<file path="src/differential_drive_speed_profile_unit_assert.svh">
// ----------------------------------------------------------------------------
// differential_drive_speed_profile_unit_assert
// Assertion macros for the speed profile unit.
// Each macro expects a clock named i_clk and an active-low reset named i_rst_n.
// ----------------------------------------------------------------------------
`ifndef DIFFERENTIAL_DRIVE_SPEED_PROFILE_UNIT_ASSERT_SVH
`define DIFFERENTIAL_DRIVE_SPEED_PROFILE_UNIT_ASSERT_SVH

// When the antecedent holds, the consequent must hold in the same cycle.
`define DDSP_ASSERT_SAME(label, ante, cons) \
    label: assert property (@(posedge i_clk) disable iff (!i_rst_n) (ante) |-> (cons)) \
        else $error("speed profile unit: same-cycle check failed");

// When the antecedent holds, the consequent must hold in the next cycle.
`define DDSP_ASSERT_NEXT(label, ante, cons) \
    label: assert property (@(posedge i_clk) disable iff (!i_rst_n) (ante) |=> (cons)) \
        else $error("speed profile unit: next-cycle check failed");

`endif

</file>
<file path="src/ddsp_pkg.sv">
// ----------------------------------------------------------------------------
// ddsp_pkg
// Shared constants, register indexes and controller/datapath types.
// ----------------------------------------------------------------------------
package ddsp_pkg;

    // Default structural parameters.
    localparam int DEF_COUNTER_BITS = 16;
    localparam int DEF_DUTY_BITS    = 16;
    localparam int DEF_ERR_BITS     = 40;

    // Fixed field widths.
    localparam int CNT_W   = 16;
    localparam int GYRO_W  = 32;
    localparam int TGT_W   = 18;
    localparam int SPD_W   = 23;
    localparam int DUTY_W  = 16;
    localparam int TRAV_W  = 32;
    localparam int GAIN_W  = 12;
    localparam int CFG_W   = 16;
    localparam int IDX_W   = 3;

    // The gyro divider retires two quotient bits per cycle.
    localparam int DIV_CYCLES = GYRO_W / 2;
    localparam int DIV_CNT_W  = $clog2(DIV_CYCLES);

    // Configuration register indexes.
    localparam logic [IDX_W-1:0] REG_FB_MODE   = 3'd0;
    localparam logic [IDX_W-1:0] REG_GYRO_DIV  = 3'd1;
    localparam logic [IDX_W-1:0] REG_LIN_KP    = 3'd2;
    localparam logic [IDX_W-1:0] REG_LIN_KD    = 3'd3;
    localparam logic [IDX_W-1:0] REG_ANG_KP    = 3'd4;
    localparam logic [IDX_W-1:0] REG_ANG_KD    = 3'd5;
    localparam logic [IDX_W-1:0] REG_LIN_STEP  = 3'd6;
    localparam logic [IDX_W-1:0] REG_ANG_STEP  = 3'd7;

    // Rotational feedback modes.
    localparam logic [1:0] FB_ENC_GYRO = 2'd0;
    localparam logic [1:0] FB_ENC_ONLY = 2'd1;
    localparam logic [1:0] FB_GYRO_ONLY = 2'd2;

    // Register reset values.
    localparam logic [1:0]        RST_FB_MODE  = FB_ENC_GYRO;
    localparam logic [15:0]       RST_GYRO_DIV = 16'd5700;
    localparam logic [GAIN_W-1:0] RST_LIN_KP   = 12'd32;
    localparam logic [GAIN_W-1:0] RST_LIN_KD   = 12'd64;
    localparam logic [GAIN_W-1:0] RST_ANG_KP   = 12'd16;
    localparam logic [GAIN_W-1:0] RST_ANG_KD   = 12'd192;
    localparam logic [15:0]       RST_LIN_STEP = 16'd2904;
    localparam logic [15:0]       RST_ANG_STEP = 16'd16;

    // Commands from the controller to the datapath.
    typedef struct packed {
        logic load;
        logic div_step;
        logic upd;
        logic err;
        logic mul;
        logic sum;
        logic fin;
    } t_ddsp_cmd;

endpackage

</file>
<file path="src/ddsp_ctrl.sv">
// ----------------------------------------------------------------------------
// ddsp_ctrl
// Sequencer for one item: gyro division, state update, PD products, result.
// ----------------------------------------------------------------------------
module ddsp_ctrl import ddsp_pkg::*; (
    input  logic      i_clk,
    input  logic      i_rst_n,
    input  logic      i_valid,
    input  logic      i_command,
    output logic      o_stall,
    output logic      o_valid,
    input  logic      i_stall,
    output t_ddsp_cmd o_cmd
);

    localparam logic [2:0] S_IDLE = 3'd0;
    localparam logic [2:0] S_DIV  = 3'd1;
    localparam logic [2:0] S_UPD  = 3'd2;
    localparam logic [2:0] S_ERR  = 3'd3;
    localparam logic [2:0] S_MUL  = 3'd4;
    localparam logic [2:0] S_SUM  = 3'd5;
    localparam logic [2:0] S_FIN  = 3'd6;

    localparam logic [DIV_CNT_W-1:0] CNT_LAST = DIV_CNT_W'(DIV_CYCLES - 1);

    logic [2:0]           r_state, n_state;
    logic [DIV_CNT_W-1:0] r_cnt, n_cnt;
    logic                 r_out_valid, n_out_valid;
    logic                 w_acc;
    logic                 w_write;

    // Input is taken only while idle; the result slot is written when free.
    assign w_acc   = i_valid && (r_state == S_IDLE);
    assign w_write = (r_state == S_FIN) && (!r_out_valid || !i_stall);
    assign o_stall = (r_state != S_IDLE);
    assign o_valid = r_out_valid;

    // Commands to the datapath.
    always_comb begin
        o_cmd          = '0;
        o_cmd.load     = w_acc;
        o_cmd.div_step = (r_state == S_DIV);
        o_cmd.upd      = (r_state == S_UPD);
        o_cmd.err      = (r_state == S_ERR);
        o_cmd.mul      = (r_state == S_MUL);
        o_cmd.sum      = (r_state == S_SUM);
        o_cmd.fin      = w_write;
    end

    // Next state.
    always_comb begin
        n_state     = r_state;
        n_cnt       = r_cnt;
        n_out_valid = w_write || (r_out_valid && i_stall);
        case (r_state)
            S_IDLE: begin
                n_cnt = '0;
                if (w_acc) begin
                    n_state = i_command ? S_FIN : S_DIV;
                end
            end
            S_DIV: begin
                n_cnt = r_cnt + 1'b1;
                if (r_cnt == CNT_LAST) begin
                    n_state = S_UPD;
                end
            end
            S_UPD: n_state = S_ERR;
            S_ERR: n_state = S_MUL;
            S_MUL: n_state = S_SUM;
            S_SUM: n_state = S_FIN;
            S_FIN: begin
                if (w_write) begin
                    n_state = S_IDLE;
                end
            end
            default: n_state = S_IDLE;
        endcase
    end

    // Control registers.
    always_ff @(posedge i_clk) begin
        if (!i_rst_n) begin
            r_state     <= S_IDLE;
            r_cnt       <= '0;
            r_out_valid <= 1'b0;
        end else begin
            r_state     <= n_state;
            r_cnt       <= n_cnt;
            r_out_valid <= n_out_valid;
        end
    end

endmodule

</file>
<file path="config.mk">
export PLATFORM = sky130hd
export DESIGN_NAME = ddsp_ctrl
export DESIGN_NICKNAME = d
export VERILOG_FILES = /design/src/differential_drive_speed_profile_unit_assert.svh /design/src/ddsp_pkg.sv /design/src/ddsp_ctrl.sv
export SDC_FILE = /design/constraint.sdc
export NUM_CORES = 1
export LEC_CHECK = 0
export BUFFER_PORTS_ARGS = -buffer_cell sky130_fd_sc_hd__clkbuf_2
export CAP_MARGIN = 25
export CORE_AREA = 2 2 39 41
export DETAILED_ROUTE_END_ITERATION = 10
export DIE_AREA = 0 0 41 43
export HOLD_SLACK_MARGIN = 0.15
export PLACE_DENSITY = 0.73
export SYNTH_ARGS = -nofsm -noshare
export SYNTH_HDL_FRONTEND = slang
export SYNTH_SLANG_ARGS = --single-unit
export TNS_END_PERCENT = 100
</file>
<file path="constraint.sdc">
create_clock -name i_clk -period 1.5 [get_ports i_clk]
set_clock_uncertainty 0.15 [all_clocks]
set_input_delay 0 -clock i_clk [delete_from_list [all_inputs] [get_ports i_clk]]
set_output_delay 0 -clock i_clk [all_outputs]
set_load 0.05 [all_outputs]
</file>
==> flow_summary.toml <==
[sta]
whs_ns = 0.346
fin_tns_setup_ns = 0
min_period_ns = 1.47
worstMarginPinSlew_ns = 0.256
setup_viol = 0
fin_ws_ns = 0.0315
finalCritPeriodShare_pct = 97.9
rsz0062_at_grt = "false"
slew_violations = 0
hold_violations = 0
maxSlewHeadroom_pct = 82.7
max_freq_mhz = 681

[synthesis]
yosys.cell_count.top_type = "dfxtp_1"
netlist_instances = 64
synth_top_cell_area_share_pct = 31.4
ys_top_cells_by_area = "dfxtp_1 (31%), nand2_1 (4.4%), nand3_1 (3.9%)"
synth_edf_count = 0
synth_seq_cells = 8
synth_area_per_cell_um2 = 7.98
ys_seq_area_share_pct = 31.4
syn-cell-area_um2 = 510
synth_commonest_cells = "dfxtp_1 (8), nand2_1 (6), nand3_1 (4), nor2_1 (4)"
postSynth.asyncResetShare_pct = 0
yosysUniqueCellTypes = 32
ys.flop_type = "dfxtp_1"
yosys_warnings = 0
yosysTopAreaCell = "dfxtp_1"
synth_nets = 70

[finish]
area_growth_pct = 35.5
drive_gt1_share_pct = 37.3
nets = 91
num_antenna_cells = 0
finalInstanceArea_um2 = 692
fillerInstances = 136

[route]
wl_per_cell_um = 12.3
wl_met2_um = 609
routed-wl-met3_um = 50
vias = 547
highest_layer = "met4"
routed_wl_um = 1220
vias_per_cell = 5.53
detail_route.iter0.violations = 11
m1WireLength_um = 533
ant_nets = 0
drc = 0
dr.pass1.iters = 4

[clock_network]
cts_tree = "built"
cts_sinks = 8
cts.htree.levels = 1
numCtsBuffers = 3
post_cts_buffers = 0
cts_root_buf = "clkbuf_4"
cts_buffer_depth = 2
path_clk_slew_ns = 0.06
clk-insertion-delay-late_ns = 0.26

[worst_setup_path]
end_kind = "output port"
path_cells = "buf_4 -> nand2b_1 -> nor2_1 -> clkbuf_2"
max_stage_delay_ns = 0.33
worstPathMaxFanout = 12
cp_top_family = "buffers and inverters"
worstPathArrival_ns = 1.32
path_class = "reg -> out"
slowest_stage = "dfxtp_2"
crit_path_start_kind = "register"
path_buf_inv = 2
worstPathRequired_ns = 1.35

[grt]
grt_max_degree = 13
track_usage_pct = 16.7
grt_overflow = 0
grt_pass1_vias = 490
grt_pass1_wl_um = 2030
antenna_found_initial = 0

[floorplan]
die_w_um = 41
coreArea_um2 = 1380
rows = 14
dieArea_um2 = 1760
ios = 14
initial_core_util_pct = 36.9
fp.dieH_um = 43

[hold_path]
min_path_type = "reg -> reg"

[run_status]
status = "completed"

[placed_design]
place.gp.congestion = 0.750
port_buffers = 13
pre_cts_ws_ns = 0.0448
dpl_cell_area_um2 = 599
dp_hpwl_um = 890

[power_and_ir_drop]
total_leakage_power_uw = 0.000311
peakVddDrop_mv = 0.912
total_power_uw = 958
powerDensity_nw_per_um2 = 1380

[job]
cap_violations = 0
[logic make-up (layout without fill, tap and decap cells)]
logic type	count (synthesis)	after routing	synth area share [%]
simple gates	32	32	36.0
flops	8	8	31.4
compound gates	15	15	21.3
fa+ha+maj	1	1	2.45
buf+inv	8	27	8.82
[state kept, by name (all words and copies together), names as in the netlist]
name,count
r_cnt,4
r_state,3
o_valid,1
[final cells by class]
type,count,area (um2),share of cell area (%)
Clock buffer,3,22.5,3.25
Tap cell,16,20.0,2.89
Inverter,3,11.3,1.63
Sequential cell,8,165,23.9
Multi-Input combinational cell,48,314,45.4
Timing Repair Buffer,21,159,23.0
[path summary, 6_finish.rpt]
check                                start         end  slack [ns]  depth (start not counted)
worst max-delay path            r_state[1]    o_cmd[1]        0.03                          4
worst min-delay path              r_cnt[1]    r_cnt[1]        0.35                          2
worst max register to register  r_state[1]  r_state[0]        0.08                          4
worst min register to register    r_cnt[1]    r_cnt[1]        0.35                          2
[metal layers]
layer,global-route usage [%],vias to the layer above
met5,0,-
met4,10.0,0
met3,3.14,4
met2,24.4,15
met1,21.8,257
li1,-,271
[cell usage in the layout, fill, tap and decap left out, types with 2 or more instances in the layout]
cell type      instances
nand3b_1               2
nor2b_1                2
a21oi_1                2
dfxtp_2                4
nor2_1                 3
nand2_1                6
clkbuf_2               7
clkbuf_4               5
a21boi_0               2
o21ai_0                3
nand3_1                4
buf_4                  5
and2_1                 2
nand2b_1               2
and3_1                 2
dfxtp_1                4
dlygate4sd3_1          4
inv_1                  2
[worst min-delay path, cell delays in order (launching register included)]
cell and delay (ns):
dfxtp_1 0.32, nand2_1 0.06, a21boi_0 0.07
[per-stage QoR]
| step | std cells | utilization [%] |
|---|---|---|
| floorplan | 64 | - |
| global placement | 92 | 43.3 |
| detailed placement | 92 | 43.3 |
| CTS | 99 | 49.7 |
| global route | 99 | 50.0 |
| finish | 99 | 50.0 |
[power breakdown]
group	internal, uW	switching (uW)	leakage [uW]
Combinational	197	321	0.000230
Sequential	243	25.2	0.0000667
Clock	92.0	78.9	0.0000138
Total	532	425	0.000311
[what timing repair did]
item	in CTS	in global routing
setup endpoints to repair	5	5
pin swaps	0	2
hold endpoints to repair	8	0
hold buffers	4	0
resized for setup	10	6
cloned	0	0
Note: power is estimated with default switching activity, not from simulation.
